[src/rtl/stscan_pkg.sv]
`timescale 1ns / 1ps

package stscan_pkg;

   // Token length limit; bytes past MAX_TOKEN-1 in one token are dropped.
   localparam int MAX_TOKEN   = 1024;
   localparam int TOKEN_LEN_W = $clog2(MAX_TOKEN);

   // Results per input word, and the result queue that absorbs them.
   localparam int RES_MAX     = 3;
   localparam int RES_CNT_W   = $clog2(RES_MAX + 1);
   localparam int QUEUE_DEPTH = 4;
   localparam int QUEUE_IDX_W = $clog2(QUEUE_DEPTH);
   localparam int QUEUE_CNT_W = $clog2(QUEUE_DEPTH + 1);

   localparam logic [7:0] CH_NUL   = 8'h00;
   localparam logic [7:0] CH_NL    = 8'h0A;
   localparam logic [7:0] CH_SPACE = 8'h20;
   localparam logic [7:0] CH_QUOTE = 8'h22;
   localparam logic [7:0] CH_STAR  = 8'h2A;
   localparam logic [7:0] CH_SLASH = 8'h2F;

   localparam logic [15:0] LINE_MAX = 16'hFFFF;

   // Input word kinds.
   localparam logic KIND_TEXT  = 1'b0;
   localparam logic KIND_BEGIN = 1'b1;

   // Result kinds.
   localparam logic [1:0] RK_BYTE = 2'd0;
   localparam logic [1:0] RK_END  = 2'd1;
   localparam logic [1:0] RK_EOT  = 2'd2;
   localparam logic [1:0] RK_STOP = 2'd3;

   typedef enum logic [2:0] {
      MODE_SKIP  = 3'd0,
      MODE_WORD  = 3'd1,
      MODE_QUOTE = 3'd2,
      MODE_LINE  = 3'd3,
      MODE_BLOCK = 3'd4,
      MODE_DONE  = 3'd5
   } scan_mode_type;

   typedef struct packed {
      logic       kind;
      logic [7:0] ch;
   } stscan_req_type;

   typedef struct packed {
      logic [1:0]  result_kind;
      logic [7:0]  out_char;
      logic [15:0] line_number;
      logic        last;
   } stscan_rsp_type;

   // All results caused by one input word, in order.
   typedef struct packed {
      logic [RES_CNT_W-1:0]        count;
      stscan_rsp_type [RES_MAX-1:0] item;
   } stscan_batch_type;

endpackage

[src/rtl/stscan_core.sv]
`timescale 1ns / 1ps

module stscan_core (
   input  logic                        clock,
   input  logic                        reset,
   input  logic                        go,
   input  stscan_pkg::stscan_req_type  in_word,
   input  logic                        allow_line_break,
   output stscan_pkg::stscan_batch_type batch
);

   stscan_pkg::scan_mode_type          mode_ff, mode_in;
   logic                               slash_ff, slash_in;
   logic                               star_ff, star_in;
   logic [stscan_pkg::TOKEN_LEN_W-1:0] len_ff, len_in;
   logic [15:0]                        lc_ff, lc_in;
   logic [stscan_pkg::RES_CNT_W-1:0]   n;
   logic                               run_word;
   logic                               run_skip;
   logic [7:0]                         ch;

   function automatic stscan_pkg::stscan_rsp_type make_rsp(
      input logic [1:0]  kind,
      input logic [7:0]  c,
      input logic [15:0] line
   );
      stscan_pkg::stscan_rsp_type r;
      r.result_kind = kind;
      r.out_char    = (kind == stscan_pkg::RK_BYTE) ? c : 8'd0;
      r.line_number = line;
      r.last        = 1'b0;
      return r;
   endfunction

   assign ch = in_word.ch;

   always_ff @(posedge clock) begin
      if (reset) begin
         mode_ff  <= stscan_pkg::MODE_SKIP;
         slash_ff <= 1'b0;
         star_ff  <= 1'b0;
         len_ff   <= '0;
         lc_ff    <= '0;
      end else if (go) begin
         mode_ff  <= mode_in;
         slash_ff <= slash_in;
         star_ff  <= star_in;
         len_ff   <= len_in;
         lc_ff    <= lc_in;
      end
   end

   always_comb begin
      mode_in  = mode_ff;
      slash_in = slash_ff;
      star_in  = star_ff;
      len_in   = len_ff;
      lc_in    = lc_ff;
      batch    = '0;
      n        = '0;
      run_word = 1'b0;
      run_skip = 1'b0;

      if (in_word.kind == stscan_pkg::KIND_BEGIN) begin
         mode_in  = stscan_pkg::MODE_SKIP;
         slash_in = 1'b0;
         star_in  = 1'b0;
         len_in   = '0;
         lc_in    = '0;
      end else begin
         case (mode_ff)
            stscan_pkg::MODE_WORD: begin
               run_word = 1'b1;
            end
            stscan_pkg::MODE_QUOTE: begin
               if (ch == stscan_pkg::CH_QUOTE || ch == stscan_pkg::CH_NUL) begin
                  batch.item[n] = make_rsp(stscan_pkg::RK_END, ch, lc_in);
                  n = n + 1'b1;
                  mode_in = stscan_pkg::MODE_SKIP;
                  len_in  = '0;
                  if (ch == stscan_pkg::CH_NUL) begin
                     batch.item[n] = make_rsp(stscan_pkg::RK_EOT, ch, lc_in);
                     n = n + 1'b1;
                     mode_in = stscan_pkg::MODE_DONE;
                  end
               end else begin
                  if (ch == stscan_pkg::CH_NL && lc_in != stscan_pkg::LINE_MAX) begin
                     lc_in = lc_in + 16'd1;
                  end
                  if (len_in < stscan_pkg::TOKEN_LEN_W'(stscan_pkg::MAX_TOKEN - 1)) begin
                     len_in = len_in + 1'b1;
                     batch.item[n] = make_rsp(stscan_pkg::RK_BYTE, ch, lc_in);
                     n = n + 1'b1;
                  end
               end
            end
            stscan_pkg::MODE_LINE: begin
               if (ch == stscan_pkg::CH_NUL || ch == stscan_pkg::CH_NL) begin
                  mode_in  = stscan_pkg::MODE_SKIP;
                  run_skip = 1'b1;
               end
            end
            stscan_pkg::MODE_BLOCK: begin
               if (ch == stscan_pkg::CH_NUL) begin
                  mode_in  = stscan_pkg::MODE_SKIP;
                  run_skip = 1'b1;
               end else begin
                  if (ch == stscan_pkg::CH_NL && lc_in != stscan_pkg::LINE_MAX) begin
                     lc_in = lc_in + 16'd1;
                  end
                  if (ch == stscan_pkg::CH_SLASH && star_ff) begin
                     mode_in = stscan_pkg::MODE_SKIP;
                     star_in = 1'b0;
                  end else begin
                     star_in = (ch == stscan_pkg::CH_STAR);
                  end
               end
            end
            stscan_pkg::MODE_DONE: begin
               batch.item[n] = make_rsp(stscan_pkg::RK_EOT, ch, lc_in);
               n = n + 1'b1;
            end
            default: begin
               mode_in = stscan_pkg::MODE_SKIP;
               if (slash_ff) begin
                  slash_in = 1'b0;
                  if (ch == stscan_pkg::CH_SLASH) begin
                     mode_in = stscan_pkg::MODE_LINE;
                  end else if (ch == stscan_pkg::CH_STAR) begin
                     mode_in = stscan_pkg::MODE_BLOCK;
                     star_in = 1'b0;
                  end else begin
                     // lone slash opens a word; emit it, then treat ch as a word byte
                     mode_in = stscan_pkg::MODE_WORD;
                     len_in  = '0;
                     len_in  = len_in + 1'b1;
                     batch.item[n] = make_rsp(stscan_pkg::RK_BYTE, stscan_pkg::CH_SLASH,
                                              lc_in);
                     n = n + 1'b1;
                     run_word = 1'b1;
                  end
               end else begin
                  run_skip = 1'b1;
               end
            end
         endcase

         if (run_word) begin
            if (ch > stscan_pkg::CH_SPACE) begin
               if (len_in < stscan_pkg::TOKEN_LEN_W'(stscan_pkg::MAX_TOKEN - 1)) begin
                  len_in = len_in + 1'b1;
                  batch.item[n] = make_rsp(stscan_pkg::RK_BYTE, ch, lc_in);
                  n = n + 1'b1;
               end
            end else begin
               batch.item[n] = make_rsp(stscan_pkg::RK_END, ch, lc_in);
               n = n + 1'b1;
               mode_in  = stscan_pkg::MODE_SKIP;
               len_in   = '0;
               run_skip = 1'b1;
            end
         end

         if (run_skip) begin
            if (ch == stscan_pkg::CH_NUL) begin
               batch.item[n] = make_rsp(stscan_pkg::RK_EOT, ch, lc_in);
               n = n + 1'b1;
               mode_in = stscan_pkg::MODE_DONE;
            end else if (ch == stscan_pkg::CH_NL) begin
               if (lc_in != stscan_pkg::LINE_MAX) begin
                  lc_in = lc_in + 16'd1;
               end
               if (!allow_line_break) begin
                  batch.item[n] = make_rsp(stscan_pkg::RK_STOP, ch, lc_in);
                  n = n + 1'b1;
               end
            end else if (ch <= stscan_pkg::CH_SPACE) begin
               // drop whitespace
            end else if (ch == stscan_pkg::CH_SLASH) begin
               slash_in = 1'b1;
            end else if (ch == stscan_pkg::CH_QUOTE) begin
               mode_in = stscan_pkg::MODE_QUOTE;
               len_in  = '0;
            end else begin
               mode_in = stscan_pkg::MODE_WORD;
               len_in  = '0;
               if (len_in < stscan_pkg::TOKEN_LEN_W'(stscan_pkg::MAX_TOKEN - 1)) begin
                  len_in = len_in + 1'b1;
                  batch.item[n] = make_rsp(stscan_pkg::RK_BYTE, ch, lc_in);
                  n = n + 1'b1;
               end
            end
         end
      end

      batch.count = n;
   end

endmodule

[src/rtl/stscan_rqueue.sv]
`timescale 1ns / 1ps

module stscan_rqueue (
   input  logic                         clock,
   input  logic                         reset,
   input  logic                         push,
   input  stscan_pkg::stscan_batch_type batch,
   input  logic                         pop_ready,
   output logic                         room,
   output logic                         head_valid,
   output stscan_pkg::stscan_rsp_type   head
);

   stscan_pkg::stscan_rsp_type         q_ff [stscan_pkg::QUEUE_DEPTH];
   stscan_pkg::stscan_rsp_type         q_in [stscan_pkg::QUEUE_DEPTH];
   stscan_pkg::stscan_rsp_type         rsp_tmp;
   logic [stscan_pkg::QUEUE_CNT_W-1:0] count_ff, count_in, base;
   logic [stscan_pkg::QUEUE_IDX_W-1:0] slot;
   logic                               pop;

   assign head_valid = (count_ff != '0);
   assign head       = q_ff[0];
   assign pop        = head_valid && pop_ready;
   // a full batch must fit before the next word is scanned
   assign room = (count_ff <= stscan_pkg::QUEUE_CNT_W'(stscan_pkg::QUEUE_DEPTH -
                                                      stscan_pkg::RES_MAX));

   always_comb begin
      base    = count_ff - stscan_pkg::QUEUE_CNT_W'(pop);
      rsp_tmp = '0;
      slot    = '0;
      for (int i = 0; i < stscan_pkg::QUEUE_DEPTH - 1; i++) begin
         q_in[i] = pop ? q_ff[i + 1] : q_ff[i];
      end
      q_in[stscan_pkg::QUEUE_DEPTH - 1] = q_ff[stscan_pkg::QUEUE_DEPTH - 1];
      for (int j = 0; j < stscan_pkg::RES_MAX; j++) begin
         if (push && stscan_pkg::RES_CNT_W'(j) < batch.count) begin
            rsp_tmp      = batch.item[j];
            rsp_tmp.last = (stscan_pkg::RES_CNT_W'(j) == batch.count - 1'b1);
            slot         = stscan_pkg::QUEUE_IDX_W'(base + stscan_pkg::QUEUE_CNT_W'(j));
            q_in[slot]   = rsp_tmp;
         end
      end
      count_in = base + (push ? stscan_pkg::QUEUE_CNT_W'(batch.count) : '0);
   end

   always_ff @(posedge clock) begin
      if (reset) begin
         count_ff <= '0;
      end else begin
         count_ff <= count_in;
      end
   end

   always_ff @(posedge clock) begin
      q_ff <= q_in;
   end

endmodule

[src/rtl/script_token_scanner.sv]
`timescale 1ns / 1ps

// Script token scanner: takes a text stream one byte per word on the req_
// channel and returns token bytes, end-of-token, end-of-text and line-break
// stop markers on the rsp_ channel, each tagged with the newline count of the
// current session and a last flag on the final result caused by that byte.
// Whitespace (bytes of 32 or less), line comments and block comments are
// skipped; quoted strings keep their spaces. A req_ word with kind set begins
// a new session. Rate: one input byte per cycle while rsp_ready stays high
// and each byte yields at most one result; a byte that yields two or three
// results occupies the single result port until all are taken, and the
// four-word result queue paces the input accordingly. A byte passes the
// input register, then the scan logic into the result queue.
// csr_wr_en / csr_wr_data write allow_line_break (reset 1); write it only
// while the block is idle.

module script_token_scanner (
   input  logic                       clock,
   input  logic                       reset,
   input  logic                       req_valid,
   output logic                       req_ready,
   input  stscan_pkg::stscan_req_type req_word,
   output logic                       rsp_valid,
   input  logic                       rsp_ready,
   output stscan_pkg::stscan_rsp_type rsp_word,
   input  logic                       csr_wr_en,
   input  logic                       csr_wr_data
);

   stscan_pkg::stscan_req_type   in_word_ff;
   logic                         in_valid_ff, in_valid_in;
   logic                         alb_ff;
   logic                         go;
   logic                         room;
   stscan_pkg::stscan_batch_type batch;

   // Scan the held word once its whole result batch fits in the queue;
   // take a new word whenever the input register empties this cycle.
   assign go          = in_valid_ff && room;
   assign req_ready   = !in_valid_ff || go;
   assign in_valid_in = (req_valid && req_ready) || (in_valid_ff && !go);

   always_ff @(posedge clock) begin
      if (reset) begin
         in_valid_ff <= 1'b0;
         alb_ff      <= 1'b1;
      end else begin
         in_valid_ff <= in_valid_in;
         if (csr_wr_en) begin
            alb_ff <= csr_wr_data;
         end
      end
   end

   // hold the payload until the scanner consumes it
   always_ff @(posedge clock) begin
      if (req_valid && req_ready) begin
         in_word_ff <= req_word;
      end
   end

   stscan_core u_core (
      .clock            (clock),
      .reset            (reset),
      .go               (go),
      .in_word          (in_word_ff),
      .allow_line_break (alb_ff),
      .batch            (batch)
   );

   stscan_rqueue u_queue (
      .clock      (clock),
      .reset      (reset),
      .push       (go),
      .batch      (batch),
      .pop_ready  (rsp_ready),
      .room       (room),
      .head_valid (rsp_valid),
      .head       (rsp_word)
   );

endmodule

[config.mk]
export PLATFORM = sky130hd
export DESIGN_NAME = script_token_scanner
export DESIGN_NICKNAME = d
export VERILOG_FILES = /design/src/rtl/stscan_pkg.sv /design/src/rtl/stscan_core.sv /design/src/rtl/stscan_rqueue.sv /design/src/rtl/script_token_scanner.sv
export SDC_FILE = /design/constraint.sdc
export NUM_CORES = 1
export LEC_CHECK = 0
export BUFFER_PORTS_ARGS = -buffer_cell sky130_fd_sc_hd__buf_2
export CELL_PAD_IN_SITES_DETAIL_PLACEMENT = 1
export CELL_PAD_IN_SITES_GLOBAL_PLACEMENT = 2
export CORE_ASPECT_RATIO = 0.8
export CORE_UTILIZATION = 33
export CTS_CLUSTER_SIZE = 12
export DETAILED_ROUTE_END_ITERATION = 7
export PLACE_DENSITY_LB_ADDON = 0.1
export SYNTH_ARGS = -nofsm -noshare
export SYNTH_HDL_FRONTEND = slang
export SYNTH_SLANG_ARGS = --single-unit
[constraint.sdc]
create_clock -name clock -period 5.2 [get_ports clock]
set_input_delay 1.04 -clock clock [delete_from_list [all_inputs] [get_ports clock]]
set_output_delay 1.04 -clock clock [all_outputs]
set_load 0.005 [all_outputs]
==> summary.txt, run 1 <==
Floorplanning
  • Std-Cell Rows: 64
  • Placeable core area: 0.0387 sq mm
  • Initial Util: 33.9%
  • Die Wd: 225 um
  • Io pins: 44
  • Die Y: 180 um
  • Area of the die: 0.0405 sq mm

Logic synthesis
  • FFs w/ async S/R, synth: 0%
  • Number of synthesized register bits: 153
  • Post-synth cell types: 102
  • Mapped Cells: 1878
  • Synthesized area: 0.0131 sq mm
  • Sequential share of the synthesized area: 24.1%
  • Syn_nets: 1907
  • Mapped Avg Cell Area: 6.98 sq um
  • Yosys warns: 0
  • Post-synth EDFFs: 9
  • Top FF cell, synth: dfxtp_1

Cells and area
  • Area Overhead vs Synth: 19.9%
  • Layout cells sized above 1: 18.9%
  • Post-Route Utilization: 40.6%
  • Post-Layout Cell Count: 2523
  • Most frequent cells in the layout: nand2_1 (260), buf_4 (207), nor2_1 (203)
  • Commonest non-fill, non-tap cell in the layout: nand2_1
  • # nets final: 2012
  • N_diodes: 0

Pwr
  • P per Cell Area: 353 mW/mm^2
  • Max IR drop VDD: 405 uV
  • P_leak: 5.81 nW

Placement
  • Post-Place Cells: 2485
  • GPL Wtd Cong: 0.966
  • I/O Buffers: 43
  • Post-DP HPWL: 52200 um
  • Pre-CTS WS: -0.349 ns

Job
  • Max-cap check violation count: 0

STA
  • Final setup margin: 0.107 ns
  • Final slew viol count: 0
  • Measured slew at the worst slew-check pin: 0.910 ns
  • Final setup vio count: 0
  • Crit path time final: 5.09 ns
  • Endpoints failing hold: 0
  • Layout Skew: 0.0159 ns
  • Fmax: 196 MHz
  • Fin crit share: 97.9%
  • Slew margin rel.: 39.4%
  • Hold WS: 0.487 ns
  • Setup TNS: 0 ns

CTS
  • Clk sinks: 153
  • Worst-Skew Late Latency: 0.48 ns
  • Worst-path clk slew: 0.07 ns
  • H-tree Lvls: 4
  • Total CTS buffers: 17
  • CTS tree: yes
  • Clock buffer depth: 2
  • Clock Tree Root: clkbuf_16

Worst setup path
  • Flop-to-flop setup slack: 0.11 ns
  • CP max FO: 12
  • Reg2reg path depth: 17
  • Levels on crit path: 17
  • Most frequent CP cell: buf_4
  • WP data arrival: 5.48 ns
  • Crit-path leading delay family: compound AO/OA/AOI/OAI gates
  • Critical Setup Path Class: reg2reg
  • RR Endpoint: u_queue.head[11]$_DFF_P_
  • CP cell instances: buf_4 -> or3_1 -> nor4_1 -> a211o_2 -> nor2_1 -> xnor2_1 -> clkinv_1 -> ha_1 -> buf_4 -> o21ai_0 -> nor2_1 -> o2111ai_1 -> buf_4 -> xnor2_1 -> a21oi_1 -> o221ai_1 -> o21ai_0
  • Slowest stage cell, crit path: nor4_1
  • Crit path capture type: flip-flop
  • Critical path's largest stage delay: 0.60 ns
  • WP data required: 5.59 ns
  • Crit path buf inv count: 4
  • Worst R2R Start: in_word_ff[6]$_DFFE_PP_
  • Worst setup SP type: flip-flop

Route
  • Final wirelength: 69700 um
  • Routed Antenna Nets: 0
  • First DRT Iteration DRCs: 1478
  • Avg WL per Cell: 27.6 um
  • DR pass1 iterations: 6
  • Vias per cell: 6.36
  • # DRC: 0
  • Vias: 16.0k

GRT
  • GRT overflow: 0
  • Vias in the first global route: 16.1k
  • First-pass GRT wire length: 104000 um
  • All-Layer GR Usage: 34.1%
  • Initial antenna violation count: 0
  • Largest net degree at the start of global routing: 68

Min path
  • WHS Endpoint: u_queue.q_ff[24]$_DFF_P_
  • Hold crit path type: reg2reg
  • Hold path startpoint: u_queue.q_ff[24]$_DFF_P_
  • Hold path cells: 1

Status
  • Status: completed
==> how the worst max path moves through the flow <==
stage                             startpoint                       end
2_1_floorplan        in_word_ff[6]$_DFFE_PP_  u_queue.q_ff[63]$_DFF_P_
3_3_place_gp   u_core.len_ff[1]$_SDFFE_PP0P_  u_queue.head[11]$_DFF_P_
3_5_place_dp         in_word_ff[6]$_DFFE_PP_  u_queue.head[11]$_DFF_P_
4_1_cts              in_word_ff[6]$_DFFE_PP_  u_queue.head[20]$_DFF_P_
5_1_grt              in_word_ff[7]$_DFFE_PP_  u_queue.head[11]$_DFF_P_
6_report             in_word_ff[6]$_DFFE_PP_  u_queue.head[11]$_DFF_P_
==> Yosys cell counts (9+ instances only) <==
cell / n / area, sq um
or3_1: 18 / 113
o31ai_1: 12 / 90.1
dfxtp_1: 144 / 2880
and3_1: 30 / 188
nand2_1: 264 / 991
o221ai_1: 19 / 166
nor4_1: 16 / 100
nand3_1: 68 / 340
a21oi_1: 139 / 696
nand4_1: 34 / 213
a221oi_1: 18 / 158
o21a_1: 15 / 113
o211ai_1: 36 / 270
inv_1: 18 / 67.6
a22oi_1: 47 / 353
buf_2: 20 / 100
a211oi_1: 70 / 526
xnor2_1: 22 / 193
o21ai_0: 112 / 561
buf_4: 29 / 218
and2_1: 30 / 188
nor3_1: 52 / 260
buf_1: 10 / 37.5
ha_1: 13 / 163
clkbuf_1: 114 / 428
o22ai_1: 46 / 288
a31oi_1: 27 / 169
nor2_1: 205 / 769
a21o_1: 13 / 97.6
mux2i_1: 30 / 300
a32oi_1: 9 / 78.8
or2_2: 11 / 68.8
xor2_1: 12 / 105
edfxtp_1: 9 / 270
==> power breakdown <==
group / total, mW / internal [mW] / switching (mW)
logic: 2.52 / 1.02 / 1.51
clock network: 1.28 / 0.697 / 0.586
registers: 1.73 / 1.54 / 0.191
total: 5.54 / 3.26 / 2.28
==> routing by layer <==
layer  vias up  GRT usage, %  wire length (um)
met4         0          9.06              1480
li1       7238             -                 -
met5         -             0                 0
met2       592          54.4             31800
met1      8123          47.5             32400
met3        86          4.97              4020
==> sequential cells by signal, summed over array words and instances, names as in the netlist <==
| name | flops |
|---|---|
| alb_ff | 1 |
| in_word_ff | 9 |
| u_core.lc_ff | 16 |
| u_core.slash_ff | 1 |
| u_queue.q_ff | 81 |
| in_valid_ff | 1 |
| u_queue.head | 27 |
| u_queue.count_ff | 3 |
| u_core.mode_ff | 3 |
| u_core.star_ff | 1 |
| u_core.len_ff | 10 |
==> kinds of logic (layout without fill, tap and decap cells) <==
| logic type | count (synthesis) | in the layout | share of synthesized area, % |
|---|---|---|---|
| AO/OA/AOI/OAI | 671 | 671 | 35.0 |
| AND/OR/NAND/NOR | 775 | 775 | 27.8 |
| XOR/XNOR | 35 | 35 | 2.44 |
| adder cells (fa/ha/maj) | 14 | 14 | 1.39 |
| flip-flops | 153 | 153 | 24.1 |
| buffers and inverters | 196 | 313 | 6.75 |
| multiplexers | 34 | 34 | 2.63 |
==> area by class of cell <==
class,count,area (sq um)
fill,4880,23000
timing repair buffer,261,1980
clock inverter,10,91.3
clock buffer,21,472
multi-input combinational,1529,9280
inverter,21,80.1
tap,528,661
sequential,153,3150
==> what timing repair did <==
| action | CTS | global route |
|---|---|---|
| hold endpoints to repair | 0 | 0 |
| hold buffers | 0 | 0 |
| cloned | 0 | 1 |
| setup buffers | 0 | 6 |
| setup endpoints to repair | 46 | 107 |
| pin swaps | 0 | 3 |
| gates resized for setup | 11 | 36 |
==> metrics by stage <==
step	power, mW	instance area, sq um
2_1_floorplan	3.42	13100
3_3_place_gp	4.12	14900
3_5_place_dp	4.18	14900
4_1_cts	5.49	15500
5_1_grt	5.86	15700
6_report	5.54	15700
Note: power is estimated with default switching activity, not from simulation.
==> run 2: changes to the inputs <==
PLACE_DENSITY = 0.8   (was unset)
PLACE_DENSITY_LB_ADDON = unset   (was 0.1)
==> run 2 against run 1 <==
- sequential cell count did not move
- sequential power barely moved
- critical path depth rose by 3
- combinational power barely moved
- total power rose by 2.1%
- non-clock buffer count fell by 19
- die area did not move
- hold slack improved by 0.013 ns
- first-iteration DRC count rose by 24%
- final area fell by 0.77%
- worst setup slack improved by 0.048 ns
- wire length fell by 0.76%
- critical path type unchanged
- largest cell class unchanged
- largest power group unchanged
==> summary.txt, run 2 (synthesized netlist as in run 1, its figures left out) <==
Status
  • Status: completed

CTS
  • Worst-Skew Late Latency: 0.47 ns
  • Clock buffer depth: 2
  • Total CTS buffers: 17
  • Worst-path clk slew: 0.07 ns
  • Clk sinks: 153
  • Clock Tree Root: clkbuf_16
  • Hold_buf cts: 0
  • CTS tree: yes
  • H-tree Lvls: 4

Placement
  • Post-DP HPWL: 51100 um
  • GPL Wtd Cong: 1.05
  • I/O Buffers: 43
  • Placed inst area: 0.0147 sq mm
  • Pre-CTS WS: -0.138 ns

Route
  • DR pass1 iterations: 5
  • First DRT Iteration DRCs: 1840
  • Vias: 16.5k
  • Final wirelength: 69200 um
  • Avg WL per Cell: 27.6 um
  • # DRC: 0
  • Vias per cell: 6.57
  • Routed Antenna Nets: 0

Pwr
  • Pwr Total: 5.66 mW
  • P_leak: 5.73 nW
  • P per Cell Area: 363 mW/mm^2
  • Max IR drop VDD: 579 uV

Worst setup path
  • Critical path's largest stage delay: 0.58 ns
  • WP data required: 5.55 ns
  • CP cell instances: or4b_4 -> buf_4 -> o31a_1 -> or2_2 -> a22o_1 -> ha_2 -> nor4b_4 -> and4b_1 -> and2_1 -> nor2_2 -> inv_1 -> ha_2 -> inv_1 -> or3_4 -> o211ai_1 -> buf_4 -> buf_12 -> and3_1 -> a211oi_1 -> a221o_1
  • CP Capture Point: u_queue.q_ff[55]$_DFF_P_
  • Crit. Startpoint: in_word_ff[6]$_DFFE_PP_
  • Worst R2R Start: in_word_ff[6]$_DFFE_PP_
  • CP max FO: 20
  • Slowest stage cell, crit path: or4b_4
  • Flop-to-flop setup slack: 0.16 ns
  • RR Endpoint: u_queue.q_ff[55]$_DFF_P_
  • Crit path capture type: flip-flop
  • Critical Setup Path Class: reg2reg
  • Worst setup SP type: flip-flop
  • WP data arrival: 5.39 ns
  • Reg2reg path depth: 20

STA
  • Measured slew at the worst slew-check pin: 1.13 ns
  • Endpoints failing hold: 0
  • Slew margin rel.: 24.9%
  • Fmax: 198 MHz
  • Final setup margin: 0.156 ns
  • Layout Skew: 0.0182 ns
  • Final slew viol count: 0
  • Final setup vio count: 0
  • Fin crit share: 97.0%
  • Crit path time final: 5.04 ns
  • Hold WS: 0.500 ns

GRT
  • Vias in the first global route: 16.5k
  • Largest net degree at the start of global routing: 82
  • GRT overflow: 0
  • All-Layer GR Usage: 33.5%
  • First-pass GRT wire length: 103000 um
  • Initial antenna violation count: 1

Cells and area
  • # nets final: 1993
  • Fin area: 0.0156 sq mm
  • N_diodes: 0
  • Commonest non-fill, non-tap cell in the layout: nand2_1
  • Layout cells sized above 1: 18.8%
  • Top reg by flops: u_queue.q_ff
  • Max reg flops: 81
  • Area Overhead vs Synth: 19.0%
  • Most frequent cells in the layout: nand2_1 (258), nor2_1 (200), buf_4 (190)
  • Fill cell count: 4889

Floorplanning
  • Placeable core area: 0.0387 sq mm
  • Die Y: 180 um
  • Area of the die: 0.0405 sq mm
  • Io pins: 44
  • Die Wd: 225 um
  • Std-Cell Rows: 64
  • Initial Util: 33.9%

Min path
  • Hold crit path type: reg2reg
  • Hold path startpoint: u_queue.q_ff[14]$_DFF_P_

Job
  • Max-cap check violation count: 0
==> run 2: changes by cell type in the layout (fill, tap and decap cells not counted), moves of 3 or more <==
cell,previous run,this run
buf_12,10,5
buf_4,207,190
clkinv_2,5,2
nor2_1,203,200
nor2_2,2,5
==> run 2: critical path, delay by kind of cell, from the launching register on <==
kind / cells / cell delay (ns)
fa+ha+maj: 2 / 0.56
buf+inv: 5 / 0.68
simple gates: 8 / 2.22
compound gates: 5 / 1.06
flops: 1 / 0.39
==> run 2: worst min path at each step <==
stage | cells past startpoint | end
after CTS | 2 | u_queue.q_ff[14]$_DFF_P_
after global placement | 2 | u_queue.q_ff[14]$_DFF_P_
after detailed placement | 2 | u_queue.q_ff[14]$_DFF_P_
after floorplan | 2 | u_queue.q_ff[14]$_DFF_P_
after global routing | 2 | u_queue.q_ff[14]$_DFF_P_
final | 2 | u_queue.q_ff[14]$_DFF_P_
==> run 2: report_power, final <==
part | internal (mW) | total, mW | switching (mW) | leakage (nW)
combinational | 0.996 | 2.52 | 1.52 | 4.16
clock | 0.769 | 1.39 | 0.625 | 0.300
sequential | 1.54 | 1.74 | 0.202 | 1.27
total | 3.31 | 5.66 | 2.35 | 5.73
==> run 2: area by class of cell <==
class / count / area, sq um / share of cell area, %
well taps: 528 / 661 / 4.24
repair buffers: 242 / 1790 / 11.4
multi-input cells: 1529 / 9300 / 59.7
flip-flops and latches: 153 / 3150 / 20.2
clock buffers: 18 / 429 / 2.75
clock inverters: 14 / 184 / 1.18
inverters: 21 / 80.1 / 0.513
==> run 2: layer usage <==
| metal | track usage (%) | vias to the layer above | routed length (um) |
|---|---|---|---|
| met5 | 0 | - | 0 |
| met4 | 10.6 | 0 | 1980 |
| met3 | 6.33 | 157 | 5950 |
| met2 | 51.3 | 853 | 30300 |
| met1 | 47.0 | 8246 | 31000 |
| li1 | - | 7208 | - |
==> run 2: what timing repair did <==
item	4_1_cts	5_1_grt
cloned	0	2
buffers inserted	0	9
pin swaps	0	5
resized for setup	6	56
endpoints found under the setup margin	41	108
hold endpoints to repair	0	0
==> run 2: through the flow <==
stage / std cells / setup TNS (ns) / util (%)
6_report: 2505 / 0 / 40.3
5_1_grt: 2505 / -0.158 / 40.3
4_1_cts: 2495 / 0 / 39.6
3_5_place_dp: 2463 / -0.696 / 37.9
3_3_place_gp: 2463 / 0 / 37.9
2_1_floorplan: 1878 / 0 / -
